### src/rtl/core/tlasp_pkg.sv
// Shared types, constants and the arctangent table of the two-link arm step planner.
// Used by the channel interfaces, the controller, the datapath and the top level.
`default_nettype none

package tlasp_pkg;

   localparam int unsigned LINK_W     = 15;
   localparam int unsigned MICRO_W    = 16;
   localparam int unsigned POS_W      = 16;
   localparam int unsigned STEP_W     = 16;
   localparam int unsigned CSR_IDX_W  = 2;
   localparam int unsigned CSR_DATA_W = 16;
   localparam int unsigned DIV_BITS   = 36;

   localparam logic [CSR_IDX_W-1:0] REG_UPPER_LINK = 2'd0;
   localparam logic [CSR_IDX_W-1:0] REG_LOWER_LINK = 2'd1;
   localparam logic [CSR_IDX_W-1:0] REG_MICROSTEP  = 2'd2;

   localparam logic [LINK_W-1:0]  UPPER_LINK_RESET = 15'd25600;
   localparam logic [LINK_W-1:0]  LOWER_LINK_RESET = 15'd25600;
   localparam logic [MICRO_W-1:0] MICROSTEP_RESET  = 16'd7373;

   localparam logic signed [31:0] DEG90      = 32'sd5898240;
   localparam logic signed [31:0] NEG_DEG90  = -32'sd5898240;
   localparam logic signed [31:0] DEG180     = 32'sd11796480;
   localparam logic signed [31:0] NEG_DEG180 = -32'sd11796480;
   localparam logic signed [31:0] DEG360     = 32'sd23592960;

   typedef enum logic [4:0] {
      CMD_NONE, CMD_LOAD,
      CMD_SQ_X, CMD_SQ_Y, CMD_SQ_L1, CMD_SQ_L2, CMD_L1L2,
      CMD_DSQ, CMD_NSQ, CMD_ESQ, CMD_MSQ, CMD_CHECK,
      CMD_CORD_LOAD, CMD_CORD_NORM, CMD_CORD_ROT, CMD_CORD_ITER, CMD_CORD_STORE,
      CMD_SQRT_LOAD, CMD_SQRT_STEP,
      CMD_TH1, CMD_TH2, CMD_DIFF,
      CMD_DIV_LOAD, CMD_DIV_STEP, CMD_DIV_STORE,
      CMD_COMMIT
   } cmd_type;

   typedef enum logic [1:0] {PASS_PHI, PASS_ALPHA, PASS_ELBOW} pass_type;

   typedef enum logic [0:0] {MOTOR_SHOULDER, MOTOR_ELBOW} motor_type;

   typedef enum logic [4:0] {
      ST_IDLE, ST_SQ_X, ST_SQ_Y, ST_SQ_L1, ST_SQ_L2, ST_L1L2,
      ST_DSQ, ST_NSQ, ST_ESQ, ST_MSQ, ST_CHECK, ST_DECIDE,
      ST_CORD_LOAD, ST_CORD_NORM, ST_CORD_ROT, ST_CORD_ITER, ST_CORD_STORE,
      ST_SQRT_LOAD, ST_SQRT_STEP,
      ST_TH1, ST_TH2, ST_DIFF,
      ST_DIV_LOAD, ST_DIV_STEP, ST_DIV_STORE,
      ST_COMMIT
   } ctrl_state_type;

   typedef struct packed {
      cmd_type   op;
      pass_type  pass;
      motor_type motor;
   } cmd_bus_type;

   typedef struct packed {
      logic unreach;
      logic cord_zero;
      logic cord_normed;
      logic cord_last;
      logic sqrt_last;
      logic div_last;
   } status_type;

   // Rounded arctangent of 2^-i in units of 2^-16 degree.
   function automatic logic signed [31:0] arc_entry(input logic [4:0] idx);
      logic signed [31:0] val;
      unique case (idx)
         5'd0:  val = 32'sd2949120;
         5'd1:  val = 32'sd1740967;
         5'd2:  val = 32'sd919879;
         5'd3:  val = 32'sd466945;
         5'd4:  val = 32'sd234379;
         5'd5:  val = 32'sd117304;
         5'd6:  val = 32'sd58666;
         5'd7:  val = 32'sd29335;
         5'd8:  val = 32'sd14668;
         5'd9:  val = 32'sd7334;
         5'd10: val = 32'sd3667;
         5'd11: val = 32'sd1833;
         5'd12: val = 32'sd917;
         5'd13: val = 32'sd458;
         5'd14: val = 32'sd229;
         5'd15: val = 32'sd115;
         5'd16: val = 32'sd57;
         5'd17: val = 32'sd29;
         5'd18: val = 32'sd14;
         5'd19: val = 32'sd7;
         5'd20: val = 32'sd4;
         5'd21: val = 32'sd2;
         5'd22: val = 32'sd1;
         default: val = 32'sd0;
      endcase
      return val;
   endfunction

endpackage

`default_nettype wire

### src/rtl/core/tlasp_controller.sv
// Sequencer of the arm step planner: handshakes and the command stream to the datapath.
// Uses tlasp_pkg for the state, command and status types.
`default_nettype none

module tlasp_controller (
   input  logic                   clock,
   input  logic                   reset,
   input  logic                   req_valid,
   output logic                   req_ready,
   output logic                   rsp_valid,
   input  logic                   rsp_ready,
   output tlasp_pkg::cmd_bus_type cmd,
   input  tlasp_pkg::status_type  status
);
   import tlasp_pkg::*;

   ctrl_state_type state_ff, state_in;
   pass_type       pass_ff, pass_in;
   motor_type      motor_ff, motor_in;
   logic           out_valid_ff, out_valid_in;
   logic           commit;

   always_ff @(posedge clock) begin
      if (reset) begin
         state_ff     <= ST_IDLE;
         pass_ff      <= PASS_PHI;
         motor_ff     <= MOTOR_SHOULDER;
         out_valid_ff <= 1'b0;
      end else begin
         state_ff     <= state_in;
         pass_ff      <= pass_in;
         motor_ff     <= motor_in;
         out_valid_ff <= out_valid_in;
      end
   end

   always_comb begin
      state_in  = state_ff;
      pass_in   = pass_ff;
      motor_in  = motor_ff;
      cmd.op    = CMD_NONE;
      cmd.pass  = pass_ff;
      cmd.motor = motor_ff;
      req_ready = 1'b0;
      commit    = 1'b0;
      unique case (state_ff)
         ST_IDLE: begin
            req_ready = 1'b1;
            if (req_valid) begin
               cmd.op   = CMD_LOAD;
               state_in = ST_SQ_X;
            end
         end
         ST_SQ_X:  begin cmd.op = CMD_SQ_X;  state_in = ST_SQ_Y;  end
         ST_SQ_Y:  begin cmd.op = CMD_SQ_Y;  state_in = ST_SQ_L1; end
         ST_SQ_L1: begin cmd.op = CMD_SQ_L1; state_in = ST_SQ_L2; end
         ST_SQ_L2: begin cmd.op = CMD_SQ_L2; state_in = ST_L1L2;  end
         ST_L1L2:  begin cmd.op = CMD_L1L2;  state_in = ST_DSQ;   end
         ST_DSQ:   begin cmd.op = CMD_DSQ;   state_in = ST_NSQ;   end
         ST_NSQ:   begin cmd.op = CMD_NSQ;   state_in = ST_ESQ;   end
         ST_ESQ:   begin cmd.op = CMD_ESQ;   state_in = ST_MSQ;   end
         ST_MSQ:   begin cmd.op = CMD_MSQ;   state_in = ST_CHECK; end
         ST_CHECK: begin cmd.op = CMD_CHECK; state_in = ST_DECIDE; end
         ST_DECIDE: begin
            if (status.unreach) begin
               state_in = ST_COMMIT;
            end else begin
               pass_in  = PASS_PHI;
               state_in = ST_CORD_LOAD;
            end
         end
         ST_CORD_LOAD: begin cmd.op = CMD_CORD_LOAD; state_in = ST_CORD_NORM; end
         ST_CORD_NORM: begin
            cmd.op = CMD_CORD_NORM;
            priority if (status.cord_zero) begin
               state_in = ST_CORD_STORE;
            end else if (status.cord_normed) begin
               state_in = ST_CORD_ROT;
            end else begin
               state_in = ST_CORD_NORM;
            end
         end
         ST_CORD_ROT: begin cmd.op = CMD_CORD_ROT; state_in = ST_CORD_ITER; end
         ST_CORD_ITER: begin
            cmd.op = CMD_CORD_ITER;
            if (status.cord_last) begin
               state_in = ST_CORD_STORE;
            end
         end
         ST_CORD_STORE: begin
            cmd.op = CMD_CORD_STORE;
            unique case (pass_ff)
               PASS_PHI:   begin pass_in = PASS_ALPHA; state_in = ST_SQRT_LOAD; end
               PASS_ALPHA: begin pass_in = PASS_ELBOW; state_in = ST_SQRT_LOAD; end
               PASS_ELBOW: state_in = ST_TH1;
               default:    state_in = ST_IDLE;
            endcase
         end
         ST_SQRT_LOAD: begin cmd.op = CMD_SQRT_LOAD; state_in = ST_SQRT_STEP; end
         ST_SQRT_STEP: begin
            cmd.op = CMD_SQRT_STEP;
            if (status.sqrt_last) begin
               state_in = ST_CORD_LOAD;
            end
         end
         ST_TH1: begin cmd.op = CMD_TH1; state_in = ST_TH2; end
         ST_TH2: begin cmd.op = CMD_TH2; state_in = ST_DIFF; end
         ST_DIFF: begin
            cmd.op   = CMD_DIFF;
            motor_in = MOTOR_SHOULDER;
            state_in = ST_DIV_LOAD;
         end
         ST_DIV_LOAD: begin cmd.op = CMD_DIV_LOAD; state_in = ST_DIV_STEP; end
         ST_DIV_STEP: begin
            cmd.op = CMD_DIV_STEP;
            if (status.div_last) begin
               state_in = ST_DIV_STORE;
            end
         end
         ST_DIV_STORE: begin
            cmd.op = CMD_DIV_STORE;
            if (motor_ff == MOTOR_SHOULDER) begin
               motor_in = MOTOR_ELBOW;
               state_in = ST_DIV_LOAD;
            end else begin
               state_in = ST_COMMIT;
            end
         end
         ST_COMMIT: begin
            if (!out_valid_ff || rsp_ready) begin
               cmd.op   = CMD_COMMIT;
               commit   = 1'b1;
               state_in = ST_IDLE;
            end
         end
         default: state_in = ST_IDLE;
      endcase
      out_valid_in = commit || (out_valid_ff && !rsp_ready);
   end

   assign rsp_valid = out_valid_ff;

`ifndef ASSERT_OFF
   a_busy_blocks_input: assert property (@(posedge clock) disable iff (reset)
      state_ff != ST_IDLE |-> !req_ready)
      else $error("input taken while an item is in work");

   a_commit_shows_result: assert property (@(posedge clock) disable iff (reset)
      cmd.op == CMD_COMMIT |=> rsp_valid)
      else $error("committed result not presented");

   a_commit_needs_room: assert property (@(posedge clock) disable iff (reset)
      cmd.op == CMD_COMMIT |-> (!out_valid_ff || rsp_ready))
      else $error("result register overwritten before transfer");
`endif

endmodule

`default_nettype wire

### config.mk
export PLATFORM = sky130hd
export DESIGN_NAME = tlasp_controller
export DESIGN_NICKNAME = d
export VERILOG_FILES = /design/src/rtl/core/tlasp_pkg.sv /design/src/rtl/core/tlasp_controller.sv
export SDC_FILE = /design/constraint.sdc
export NUM_CORES = 1
export LEC_CHECK = 0
export BUFFER_PORTS_ARGS = -buffer_cell sky130_fd_sc_hd__buf_2
export CAP_MARGIN = 25
export CORE_MARGIN = 5
export CORE_UTILIZATION = 58
export CTS_CLUSTER_SIZE = 8
export DETAILED_ROUTE_END_ITERATION = 6
export PLACE_DENSITY_LB_ADDON = 0.2
export SYNTH_ARGS = -nofsm -noshare
export SYNTH_HDL_FRONTEND = slang
export SYNTH_SLANG_ARGS = --single-unit
### constraint.sdc
create_clock -name clock -period 4.6 [get_ports clock]
set_input_delay 0.23 -clock clock [delete_from_list [all_inputs] [get_ports clock]]
set_output_delay 0.23 -clock clock [all_outputs]
set_load 0.05 [all_outputs]
==> Implementation_results.wiki, run 1 <==
{| class="wikitable"
! Metric !! Value
|-
| Run status || complete, no violations
|-
| Yosys cell types || 44
|-
| Most used cells in the layout excluding fill and tap cells || sky130_fd_sc_hd__buf_2, sky130_fd_sc_hd__nor2_1, sky130_fd_sc_hd__a21oi_1, sky130_fd_sc_hd__nand2_1, sky130_fd_sc_hd__dfxtp_1
|-
| M1 WL || 1.14 mm
|-
| Clock buffer count from CTS || 3
|-
| Reg2reg start || state_ff[1]
|-
| Die footprint || 0.00268 mm²
|-
| Number of buffers inserted to repair setup after CTS || 0
|-
| Global-route wire length before repair || between 4 and 5 mm
|-
| Top Ports || 20
|-
| Register area share after synthesis || 17.8%
|-
| Count of instances resized after the clock tree is built || 0
|-
| Terminus of the critical flop-to-flop path || pass_ff[1]
|-
| Leftover overflow at the end of global routing || 0
|-
| Number of port buffers || 19
|-
| Post-synthesis instance area || between 0.001 and 0.0015 mm²
|-
| Top_reg_cell synth || sky130_fd_sc_hd__dfxtp_1
|-
| Post-Synthesis Net Count || 155
|-
| Total track usage || 21.5%
|-
| Number of H-tree levels || 1
|-
| F_max || 418 MHz
|-
| Largest net degree at the start of global routing || 32
|-
| Worst hold start || reset
|-
| Data required time of the critical path || 4.37 ns
|-
| Final slew viol count || 0
|-
| Count of flip-flops with a built-in enable after synthesis || 0
|-
| Clock transition at the registers of the reported paths || 0.06 ns
|-
| Fraction of final layout cells sized beyond drive strength 1 || 18.3%
|-
| Hold Violations, Final || 0
|-
| Via-to-Cell Ratio || 6.57
|-
| Leak || 0.403 nW
|-
| Setup repair after global routing missed its margin || false
|-
| Routed met3 length || 160 µm
|-
| Worst-case clock buffer depth || 2
|-
| Cells on Worst Hold Path || 2
|-
| Final antenna diode count || 0
|-
| Detailed Place HPWL || 1.86 mm
|-
| First DRT Iteration DRCs || 30
|-
| Setup slack of the worst register-to-register path || 2.27 ns
|-
| Sum Neg Setup Slack || 0 ns
|-
| Number of maximum-capacitance constraint violations || 0
|-
| Dpl cells || 166
|-
| Number of global-route vias before repair || just under 1000
|-
| Worst min path class || primary input to flip-flop
|-
| Count of mapped cells out of synthesis || 145
|-
| Total Nets Final || 164
|-
| CORE AREA || between 0.0015 and 0.002 mm²
|-
| Proportion of register bits with asynchronous set or reset after synthesis || 0%
|-
| Top routing layer used || met4
|-
| Syn_area_per_cell || 6.96 µm²
|-
| Ys Warns || 0
|-
| Global placer's final weighted congestion || 0.864
|-
| Initial antenna violation count || 0
|-
| Worst R2R Path Depth || 5
|-
| Routed len/inst || 15.4 µm
|-
| Post-placement worst setup slack || 2.34 ns
|-
| Clock tree root driver cell || sky130_fd_sc_hd__clkbuf_4
|-
| Worst setup slack after layout || 2.21 ns
|-
| Die Width || 51.7 µm
|-
| Die height || ~52 µm
|-
| Total via count after detailed routing || 1117
|-
| Met2 wire len || between 1 and 1.5 mm
|-
| Startpoint-to-endpoint class of the critical path || flip-flop to output port
|-
| Final min period || 2.39 ns
|-
| Setup clock skew after layout || 0.00754 ns
|-
| Flop and latch count out of synthesis || 9
|-
| Starting Density || 59.8%
|-
| Biggest fanout along the worst timing path || 31
|-
| Clock tree from TritonCTS || built
|-
| Std-Cell Rows || 15
|-
| Detailed-routing iteration count for the pre-antenna-repair pass || 4
|-
| Pwr/cell area || 329 mW/mm²
|-
| Largest vdd supply drop || 312 µV
|-
| Layout overhead on the synthesized area || 6.20%
|-
| Most common cell after layout, fill and taps aside || sky130_fd_sc_hd__buf_2
|-
| Final routed wirelength across all metal layers || approximately 2.6 mm
|-
| Worst slew margin relative to its limit || between 30% and 40%
|-
| Post-CTS Hold Fix Bufs || 0
|-
| Worst hold path endpoint || motor_ff
|-
| Detail Route Antenna Nets || 0
|-
| Setup Viol. Count Final || 0
|-
| Arr. time, crit path || around 2.2 ns
|-
| Insertion delay of the later-clocked pin in the worst-skew pair || about 0.26 ns
|-
| Critical Path Source Type || flip-flop
|-
| Post-route insts no fill || 170
|-
| Overall power after layout || around 0.00035 W
|-
| Total clock sinks || 9
|-
| Period Utilization, post-route || 52.0%
|-
| Worst Tran Pin Value || 1.03 ns
|-
| Total DRC errors in the routed layout || 0
|-
| Element type at the critical path end || output port
|}
## worst max path at each step
stage / startpoint / end / slack [ns] / cells after the start
after detailed placement: state_ff[4] / state_ff[1] / 2.34 / 5
after CTS: state_ff[1] / cmd[4] / 2.24 / 5
final: state_ff[1] / cmd[4] / 2.21 / 5
after global placement: state_ff[4] / state_ff[1] / 2.41 / 5
after floorplan: state_ff[1] / cmd[3] / 2.12 / 7
after global routing: state_ff[1] / cmd[4] / 2.01 / 5
## logic make-up (layout without fill, tap and decap cells)
group           count (synthesis)  after routing  synth area share (%)
simple gates                   69             69                  38.5
buf+inv                        18             26                  9.04
flops                           9              9                  17.8
xor+xnor                        1              1                 0.868
mux                             1              1                 0.991
compound gates                 47             47                  32.7
## worst max-delay path, stage by stage (launching register included)
cell                       delay (ns)
sky130_fd_sc_hd__dfxtp_1         1.00
sky130_fd_sc_hd__nor2_1          0.21
sky130_fd_sc_hd__nand2_1         0.15
sky130_fd_sc_hd__a21boi_0        0.19
sky130_fd_sc_hd__o22ai_1         0.10
sky130_fd_sc_hd__buf_2           0.26
## where the power goes
part	switching (W)	leakage [nW]	internal (W)
sequential	0.0000409	0.0732	0.0000844
combinational	0.000106	0.315	0.0000611
clock	0.0000277	0.0150	0.0000334
total	0.000174	0.403	0.000179
## final cells by class
cell class / count / area, µm²
clock buffer: 4 / 26.3
fill: 166 / 617
timing repair buffer: 19 / 95.1
inverter: 3 / 11.3
tap: 17 / 21.3
sequential: 9 / 180
multi-input combinational: 118 / 738
## registers in the layout, summed over array words and instances, names as in the netlist
name / cells
motor_ff: 1
pass_ff: 2
rsp_valid: 1
state_ff: 5
## through the flow
stage	hold WS (ns)	cell area, µm²	util, %
after floorplan	0.478	1010	-
after global placement	0.517	1050	61.9
after detailed placement	0.530	1050	61.9
after CTS	0.259	1070	63.5
after global routing	0.266	1070	63.5
final	0.266	1070	63.5
## routing by layer
layer	vias up	track usage (%)
met4	0	2.62
met3	4	4.01
li1	549	-
met5	-	0
met1	523	30.2
met2	41	35.0
## cells in the mapped netlist (2+ instances only)
master	count	area, µm²
sky130_fd_sc_hd__nor2_1	15	56.3
sky130_fd_sc_hd__a31oi_1	3	18.8
sky130_fd_sc_hd__nor3_1	4	20.0
sky130_fd_sc_hd__dfxtp_1	9	180
sky130_fd_sc_hd__or2b_1	2	15.0
sky130_fd_sc_hd__a21boi_0	3	22.5
sky130_fd_sc_hd__nor2b_1	3	18.8
sky130_fd_sc_hd__and2_1	2	12.5
sky130_fd_sc_hd__clkbuf_1	4	15.0
sky130_fd_sc_hd__nand3b_1	4	30.0
sky130_fd_sc_hd__nand2b_1	8	50.1
sky130_fd_sc_hd__a21oi_1	12	60.1
sky130_fd_sc_hd__o22ai_1	7	43.8
sky130_fd_sc_hd__or3_1	5	31.3
sky130_fd_sc_hd__nand3_1	6	30.0
sky130_fd_sc_hd__buf_2	7	35.0
sky130_fd_sc_hd__inv_1	3	11.3
sky130_fd_sc_hd__buf_4	2	15.0
sky130_fd_sc_hd__nand2_1	11	41.3
sky130_fd_sc_hd__nand4b_1	2	17.5
sky130_fd_sc_hd__a211o_1	2	17.5
sky130_fd_sc_hd__o21ai_0	8	40.0
sky130_fd_sc_hd__nor4_2	2	25.0
(Power assumes the default switching activity.)
==> inputs of run 2 (changes only) <==
--- a/config.mk
+++ b/config.mk
@@ -5,10 +5,11 @@
 export SDC_FILE = /design/constraint.sdc
 export NUM_CORES = 1
 export LEC_CHECK = 0
+export ABC_AREA = 1
 export BUFFER_PORTS_ARGS = -buffer_cell sky130_fd_sc_hd__buf_2
 export CAP_MARGIN = 25
 export CORE_MARGIN = 5
-export CORE_UTILIZATION = 58
+export CORE_UTILIZATION = 50
 export CTS_CLUSTER_SIZE = 8
 export DETAILED_ROUTE_END_ITERATION = 6
 export PLACE_DENSITY_LB_ADDON = 0.2
==> constraint.sdc (replaced) <==
create_clock -name clock -period 2.1 [get_ports clock]
set_input_delay 0.105 -clock clock [delete_from_list [all_inputs] [get_ports clock]]
set_output_delay 0.105 -clock clock [all_outputs]
set_load 0.05 [all_outputs]
==> run 2 against run 1 <==
Compared with the run above:
- via count up 21%
- routed wire length up 26%
- critical endpoint is now cmd[7]
- count of clock-buffer cells in the layout unchanged
==> Implementation_results.wiki, run 2 <==
{| class="wikitable"
! Metric !! Value
|-
| Count of mapped cells out of synthesis || 198 (+37%)
|-
| Setup slack of the worst register-to-register path || 0.55 ns (-1.72 ns)
|-
| Post-placement worst setup slack || 0.298 ns (-2.04 ns)
|-
| Switching power summed over all nets || 0.000670 W (+280%)
|-
| Detailed Place HPWL || 2.71 mm (+46%)
|-
| Global placer's final weighted congestion || 0.977 (+13%)
|-
| Clock transition at the registers of the reported paths || 0.06 ns (about the same)
|-
| Worst min path class || primary input to flip-flop
|-
| Number of buffers inserted to repair setup after CTS || 0 (unchanged)
|-
| Most frequent cell after synthesis || sky130_fd_sc_hd__nand2_1
|-
| Biggest fanout along the worst timing path || 7 (-77%)
|-
| Final antenna diode count || 0 (unchanged)
|-
| Number of global-route vias before repair || 1235 (+25%)
|-
| Final min period || around 2 ns
|-
| Total via count after detailed routing || 1354 (+21%)
|-
| Setup clock skew after layout || 0.00207 ns (-0.00547 ns)
|-
| Arr. time, crit path || 1.90 ns (-0.26 ns)
|-
| CORE AREA || 0.00219 mm² (+30%)
|-
| Number of H-tree levels || 1 (unchanged)
|-
| Register area || 183 µm² (+1.4%)
|-
| Startpoint-to-endpoint class of the critical path || flip-flop to output port
|-
| Sum Neg Setup Slack || 0 ns (unchanged)
|-
| Total DRC errors in the routed layout || 0 (unchanged)
|-
| First DRT Iteration DRCs || 78 (+160%)
|-
| Overall power after layout || 0.00114 W (+220%)
|-
| Cell taking the most area after synthesis || sky130_fd_sc_hd__nand2_1
|-
| Terminus of the critical flop-to-flop path || state_ff[4]
|-
| Total track usage || 21.1% (-0.39 points)
|-
| Detail Route Antenna Nets || 0 (unchanged)
|-
| Delay of the slowest cell on the worst path || 0.56 ns (-0.44 ns)
|-
| Syn_area_per_cell || 5.74 µm² (-18%)
|-
| Most used cells in the layout excluding fill and tap cells || sky130_fd_sc_hd__nand2_1, sky130_fd_sc_hd__nor2_1, sky130_fd_sc_hd__buf_2, sky130_fd_sc_hd__inv_1, sky130_fd_sc_hd__nand3_1
|-
| Flop and latch count out of synthesis || 9 (unchanged)
|-
| Pwr/cell area || 907 mW/mm² (+180%)
|-
| Post-synthesis instance area || 0.00114 mm² (+13%)
|-
| Top cells by area, synth || sky130_fd_sc_hd__nand2_1, sky130_fd_sc_hd__dfxtp_1, sky130_fd_sc_hd__nor2_1
|-
| Global-route wire length before repair || 5.55 mm (+24%)
|-
| Multi-input gate area in the final layout || 802 µm² (+8.6%)
|-
| Worst slew margin relative to its limit || 73.1% (+42 points)
|-
| Reg2reg start || state_ff[1]
|-
| Worst hold start || reset
|-
| Leading registers by flop count || state_ff (5), pass_ff (2)
|-
| Top_reg_cell synth || sky130_fd_sc_hd__dfxtp_1
|-
| Clock buffer count from CTS || 3 (unchanged)
|-
| Combined buffer and inverter count along the critical path || 3 (+2)
|-
| Hold Violations, Final || 0 (unchanged)
|-
| Critical Path Source Type || flip-flop
|-
| Commonest cells in the synthesized netlist || sky130_fd_sc_hd__nand2_1, sky130_fd_sc_hd__nor2_1, sky130_fd_sc_hd__inv_1
|-
| Clock tree from TritonCTS || built
|-
| Flip-flop count of the largest register, all copies and words added || 5 (unchanged)
|-
| Run status || complete, no violations
|-
| Register with the highest flop count || state_ff
|-
| Insertion delay of the later-clocked pin in the worst-skew pair || 0.26 ns (about the same)
|-
| Routed len/inst || 13.5 µm (-12%)
|-
| Worst R2R Path Depth || 8 (+3)
|-
| Final routed wirelength across all metal layers || 3.30 mm (+26%)
|-
| Register area share after synthesis || 15.9% (-2.0 points)
|-
| Leftover overflow at the end of global routing || 0 (unchanged)
|-
| Number of port buffers || 19 (unchanged)
|-
| Layout overhead on the synthesized area || 10.7%
|-
| Worst Tran Pin Value || 0.402 ns (-0.625 ns)
|-
| Final slew viol count || 0 (unchanged)
|-
| Period Utilization, post-route || around 96%
|-
| Setup repair after global routing missed its margin || false
|-
| Register share of total power || 24.8% (-11 points)
|-
| Element type at the critical path end || output port
|-
| Cells on Worst Hold Path || 2 (unchanged)
|-
| Leak || 0.692 nW (+71%)
|-
| Count of fill cells added during filler insertion || 228 (+37%)
|-
| Setup Viol. Count Final || 0 (unchanged)
|-
| Ys Warns || 0 (unchanged)
|-
| Via-to-Cell Ratio || 5.53 (-16%)
|-
| Number of maximum-capacitance constraint violations || 0 (unchanged)
|-
| Die height || 57.7 µm (+11%)
|-
| Die Width || 57.7 µm (+11%)
|-
| Fraction of synthesized cell area taken by the top area cell type || 17.5% (-0.33 points)
|-
| Std-Cell Rows || 17 (+2)
|-
| Master of the slowest instance on the critical path || sky130_fd_sc_hd__dfxtp_1
|-
| Post-Route Utilization || 57.4% (-6.1 points)
|-
| Fraction of final layout cells sized beyond drive strength 1 || 26.3% (+8.0 points)
|-
| Worst-case clock buffer depth || 2 (unchanged)
|-
| Initial antenna violation count || 0 (unchanged)
|-
| Total clock sinks || 9 (unchanged)
|-
| Starting Density || 51.9% (-7.9 points)
|-
| Largest net degree at the start of global routing || 12 (-63%)
|-
| Post-Synthesis Net Count || 208 (+34%)
|-
| Top Ports || 20 (unchanged)
|-
| Die footprint || 0.00333 mm² (+24%)
|-
| Worst hold path endpoint || state_ff[1]
|-
| Clock tree root driver cell || sky130_fd_sc_hd__clkbuf_4
|-
| Logic gate share of total power || 63.4% (+16 points)
|-
| Worst setup slack after layout || 0.0940 ns (-2.11 ns)
|-
| Detailed-routing iteration count for the pre-antenna-repair pass || 4 (unchanged)
|-
| F_max || 498 MHz
|-
| Clock power share || 11.8% (-5.5 points)
|-
| Top cell family by delay on the critical path || simple AND/OR/NAND/NOR gates
|-
| Count of flip-flops with a built-in enable after synthesis || 0 (unchanged)
|-
| Total Nets Final || 228 (+39%)
|-
| Data required time of the critical path || 2.00 ns (-2.37 ns)
|-
| Largest vdd supply drop || 846 µV (+170%)
|-
| Worst path cell trace || inv_2, nand3_2, inv_2, nand2_1, nand2_1, or3_1, buf_2
|-
| Yosys cell types || 29 (-34%)
|-
| Most common cell after layout, fill and taps aside || sky130_fd_sc_hd__nand2_1
|-
| Switching part of the total power || 58.7% (+9.4 points)
|-
| Proportion of register bits with asynchronous set or reset after synthesis || 0% (unchanged)
|-
| Internal power component || 0.000471 W (+160%)
|}
[run 2: worst max-delay path by stage]
stage,start,end,slack (ns),cells after the start
4_1_cts,state_ff[2],cmd[7],0.11,7
2_1_floorplan,state_ff[0],cmd[3],0.34,6
3_5_place_dp,state_ff[1],cmd[3],0.30,6
6_report,state_ff[3],cmd[7],0.09,7
5_1_grt,state_ff[2],cmd[7],0.005,7
3_3_place_gp,state_ff[1],cmd[3],0.34,6
[run 2: layer usage]
layer | part of all wire [%] | vias to the layer above | global-route usage (%)
met4 | 2.7 | 0 | 9.27
met1 | 43 | 591 | 27.6
met2 | 46 | 79 | 34.7
met3 | 8.1 | 10 | 2.67
li1 | - | 674 | -
met5 | 0 | - | 0
[run 2: through the flow]
step	area (µm²)	hold slack (ns)	std cells
after floorplan	1140	0.325	198
after global placement	1230	0.403	241
after global routing	1260	0.129	245
after detailed placement	1230	0.397	241
after CTS	1260	0.111	245
final	1260	0.121	245
[run 2: logic make-up after synthesis]
kind of cell	count (synthesis)	share of synthesized area, %
buffers and inverters	32	13.5
AOI/OAI and AO/OA	23	12.0
DFF	9	15.9
and+or+nand+nor	134	58.6
[run 2: cell type report]
type	count	area share, %
tap	28	2.79
multi-input combinational	157	63.8
inverter	26	8.06
sequential	9	14.5
timing repair buffer	21	8.76
clock buffer	4	2.09
[run 2: repair_timing]
action | in CTS | in global routing
setup endpoints to repair | 1 | 4
hold buffers | 0 | 0
gates resized for setup | 1 | 1
[run 2: power by group through the flow]
stage | clock network, W | registers, W | logic, W
after floorplan | 0 | 0.000212 | 0.000654
final | 0.000135 | 0.000283 | 0.000723
after global placement | 0 | 0.000279 | 0.000720
after detailed placement | 0 | 0.000280 | 0.000715
after global routing | 0.000149 | 0.000287 | 0.000786
after CTS | 0.000140 | 0.000278 | 0.000718
==> inputs of run 3 (changes only) <==
--- a/config.mk
+++ b/config.mk
@@ -6,6 +6,7 @@
 export NUM_CORES = 1
 export LEC_CHECK = 0
 export ABC_AREA = 1
+export ABC_CLOCK_PERIOD_IN_PS = 1800
 export BUFFER_PORTS_ARGS = -buffer_cell sky130_fd_sc_hd__buf_2
 export CAP_MARGIN = 25
 export CORE_MARGIN = 5
==> constraint.sdc (replaced) <==
create_clock -name clock -period 1.8 [get_ports clock]
set_input_delay 0.09 -clock clock [delete_from_list [all_inputs] [get_ports clock]]
set_output_delay 0.09 -clock clock [all_outputs]
set_load 0.05 [all_outputs]
==> run 3 against run 2 <==
Compared with the run above:
- clock skew up 0.0038 ns
- critical path depth unchanged
- core utilization up 6.6 points
- routed wire length up 11%
- critical endpoint unchanged
==> Implementation_results.wiki, run 3 (synthesis gave the netlist of run 2 again) <==
{| class="wikitable"
! Metric !! Value
|-
| Leading registers by flop count || state_ff (5), pass_ff (2)
|-
| Die footprint || 0.00333 mm² (unchanged)
|-
| Leftover overflow at the end of global routing || 0 (unchanged)
|-
| Clock transition at the registers of the reported paths || 0.06 ns (about the same)
|-
| Run status || complete, no violations
|-
| Post-route insts no fill || 256 (+4.5%)
|-
| Final routed wirelength across all metal layers || 3.66 mm (+11%)
|-
| CORE AREA || 0.00219 mm² (unchanged)
|-
| Total clock sinks || 9 (unchanged)
|-
| Number of global-route vias before repair || 1304 (+5.6%)
|-
| Worst min path class || primary input to flip-flop
|-
| Post-route cell area || 0.00140 mm² (+12%)
|-
| Worst slew margin relative to its limit || 83.4% (+10 points)
|-
| Clock tree from TritonCTS || built
|-
| Final slew viol count || 0 (unchanged)
|-
| Final min period || 1.75 ns
|-
| Total via count after detailed routing || 1434 (+5.9%)
|-
| Flip-flop count of the largest register, all copies and words added || 5 (unchanged)
|-
| Arr. time, crit path || 1.66 ns (-0.24 ns)
|-
| Worst Tran Pin Value || 0.250 ns (-0.152 ns)
|-
| Global-route wire length before repair || 5.85 mm (+5.3%)
|-
| Data required time of the critical path || 1.71 ns (-0.29 ns)
|-
| Pwr/cell area || 1040 mW/mm² (+15%)
|-
| Detail Route Antenna Nets || 0 (unchanged)
|-
| Starting Density || 51.9% (unchanged)
|-
| Multi-input gate area in the final layout || 828 µm² (+3.3%)
|-
| Critical Path Source Type || flip-flop
|-
| Final antenna diode count || 0 (unchanged)
|-
| Initial antenna violation count || 0 (unchanged)
|-
| Number of port buffers || 19 (unchanged)
|-
| Setup repair after global routing missed its margin || true
|-
| Worst setup slack after layout || 0.0457 ns (-0.0483 ns)
|-
| Placed Area || 0.00127 mm² (+3.1%)
|-
| Total track usage || 22.3% (+1.2 points)
|-
| Largest vdd supply drop || 938 µV (+11%)
|-
| Element type at the critical path end || output port
|-
| Number of H-tree levels || 1 (unchanged)
|-
| First DRT Iteration DRCs || 92 (+18%)
|-
| Post-placement worst setup slack || 0.0910 ns (-0.206 ns)
|-
| Post-CTS Hold Fix Bufs || 0 (unchanged)
|-
| Hold Violations, Final || 0 (unchanged)
|-
| Total Nets Final || 239 (+4.8%)
|-
| Global placer's final weighted congestion || 0.983 (+0.64%)
|-
| Number of maximum-capacitance constraint violations || 0 (unchanged)
|-
| Clock tree root driver cell || sky130_fd_sc_hd__clkbuf_4
|-
| Std-Cell Rows || 17 (unchanged)
|-
| Register area || 196 µm² (+7.5%)
|-
| Most used cells in the layout excluding fill and tap cells || sky130_fd_sc_hd__nand2_1, sky130_fd_sc_hd__nor2_1, sky130_fd_sc_hd__inv_1, sky130_fd_sc_hd__buf_2
|-
| Detailed-routing iteration count for the pre-antenna-repair pass || 4 (unchanged)
|-
| Clock buffer count from CTS || 3 (unchanged)
|-
| Total DRC errors in the routed layout || 0 (unchanged)
|-
| Period Utilization, post-route || a little over nine tenths
|-
| Insertion delay of the later-clocked pin in the worst-skew pair || 0.26 ns (about the same)
|-
| F_max || roughly 570 MHz
|-
| Detailed Place HPWL || 2.78 mm (+2.5%)
|-
| Biggest fanout along the worst timing path || 10 (+3)
|-
| Worst-case clock buffer depth || 2 (unchanged)
|-
| Die height || 57.7 µm (unchanged)
|-
| Routed len/inst || 14.3 µm (+6.1%)
|-
| Hold Worst Slack || 0.112 ns (-0.00916 ns)
|-
| Count of fill cells added during filler insertion || 209 (-8.3%)
|-
| Dpl cells || 246 (+2.1%)
|-
| Most common cell after layout, fill and taps aside || sky130_fd_sc_hd__nand2_1
|-
| Startpoint-to-endpoint class of the critical path || flip-flop to output port
|-
| Die Width || 57.7 µm (unchanged)
|-
| Top Ports || 20 (unchanged)
|-
| Setup clock skew after layout || 0.00590 ns (+0.00383 ns)
|-
| Register with the highest flop count || state_ff
|-
| Via-to-Cell Ratio || 5.60 (+1.4%)
|-
| Layout overhead on the synthesized area || 23.5%
|-
| Leak || 0.764 nW (+10%)
|-
| Largest net degree at the start of global routing || 11 (-1)
|-
| Setup Viol. Count Final || 0 (unchanged)
|-
| Fraction of final layout cells sized beyond drive strength 1 || 32.9% (+6.6 points)
|}
==> run 3: changes by cell type in the layout (fill, tap and decap cells not counted), sizes merged <==
cell / change
buf: +10
clkbuf: +1
==> run 3: through the flow <==
stage               total power [W]  utilization, %  setup TNS (ns)
floorplan                   0.00101               -               0
finish                      0.00146            64.0               0
global placement            0.00121            57.8               0
CTS                         0.00138            59.7               0
detailed placement          0.00121            57.8               0
global route                0.00157            64.0         -0.0872
==> run 3: power by group <==
group          internal, W  switching, W  total, W
Clock            0.0000855     0.0000714  0.000157
Combinational     0.000311      0.000661  0.000972
Sequential        0.000241     0.0000942  0.000335
Total             0.000637      0.000826   0.00146
==> run 3: final cells by class <==
type,instances,share of cell area [%]
Inverter,26,7.58
Sequential cell,9,14.0
Tap cell,28,2.50
Timing Repair Buffer,32,15.0
Clock buffer,4,1.87
Multi-Input combinational cell,157,59.1
==> run 3: what timing repair did <==
action,CTS,global route
pin swaps,0,2
endpoints found under the setup margin,5,5
setup buffers,0,6
gates resized for setup,9,16
==> run 3: routing by layer <==
layer	wire, µm	global-route usage [%]	up-vias	share of wire [%]
met5	0	0	-	0
met4	119	7.62	0	3.3
met3	297	3.34	14	8.1
met2	1730	37.7	79	47
met1	1510	28.7	644	41
li1	-	-	697	-
==> run 3: final timing paths <==
| kind | from | endpoint | slack (ns) | cells past startpoint |
|---|---|---|---|---|
| max | state_ff[2] | cmd[7] | 0.05 | 7 |
| max reg2reg | state_ff[4] | state_ff[3] | 0.26 | 8 |
| min reg2reg | pass_ff[1] | pass_ff[1] | 0.53 | 2 |
| min | reset | state_ff[4] | 0.11 | 2 |
==> run 3: worst max-delay path, stage by stage, from the launching register on <==
cell and delay [ns]:
sky130_fd_sc_hd__dfxtp_4 0.38, sky130_fd_sc_hd__inv_2 0.06, sky130_fd_sc_hd__nand2_2 0.11, sky130_fd_sc_hd__inv_4 0.09
sky130_fd_sc_hd__nand3_2 0.12, sky130_fd_sc_hd__o21ai_2 0.10, sky130_fd_sc_hd__or3_1 0.37, sky130_fd_sc_hd__buf_6 0.16
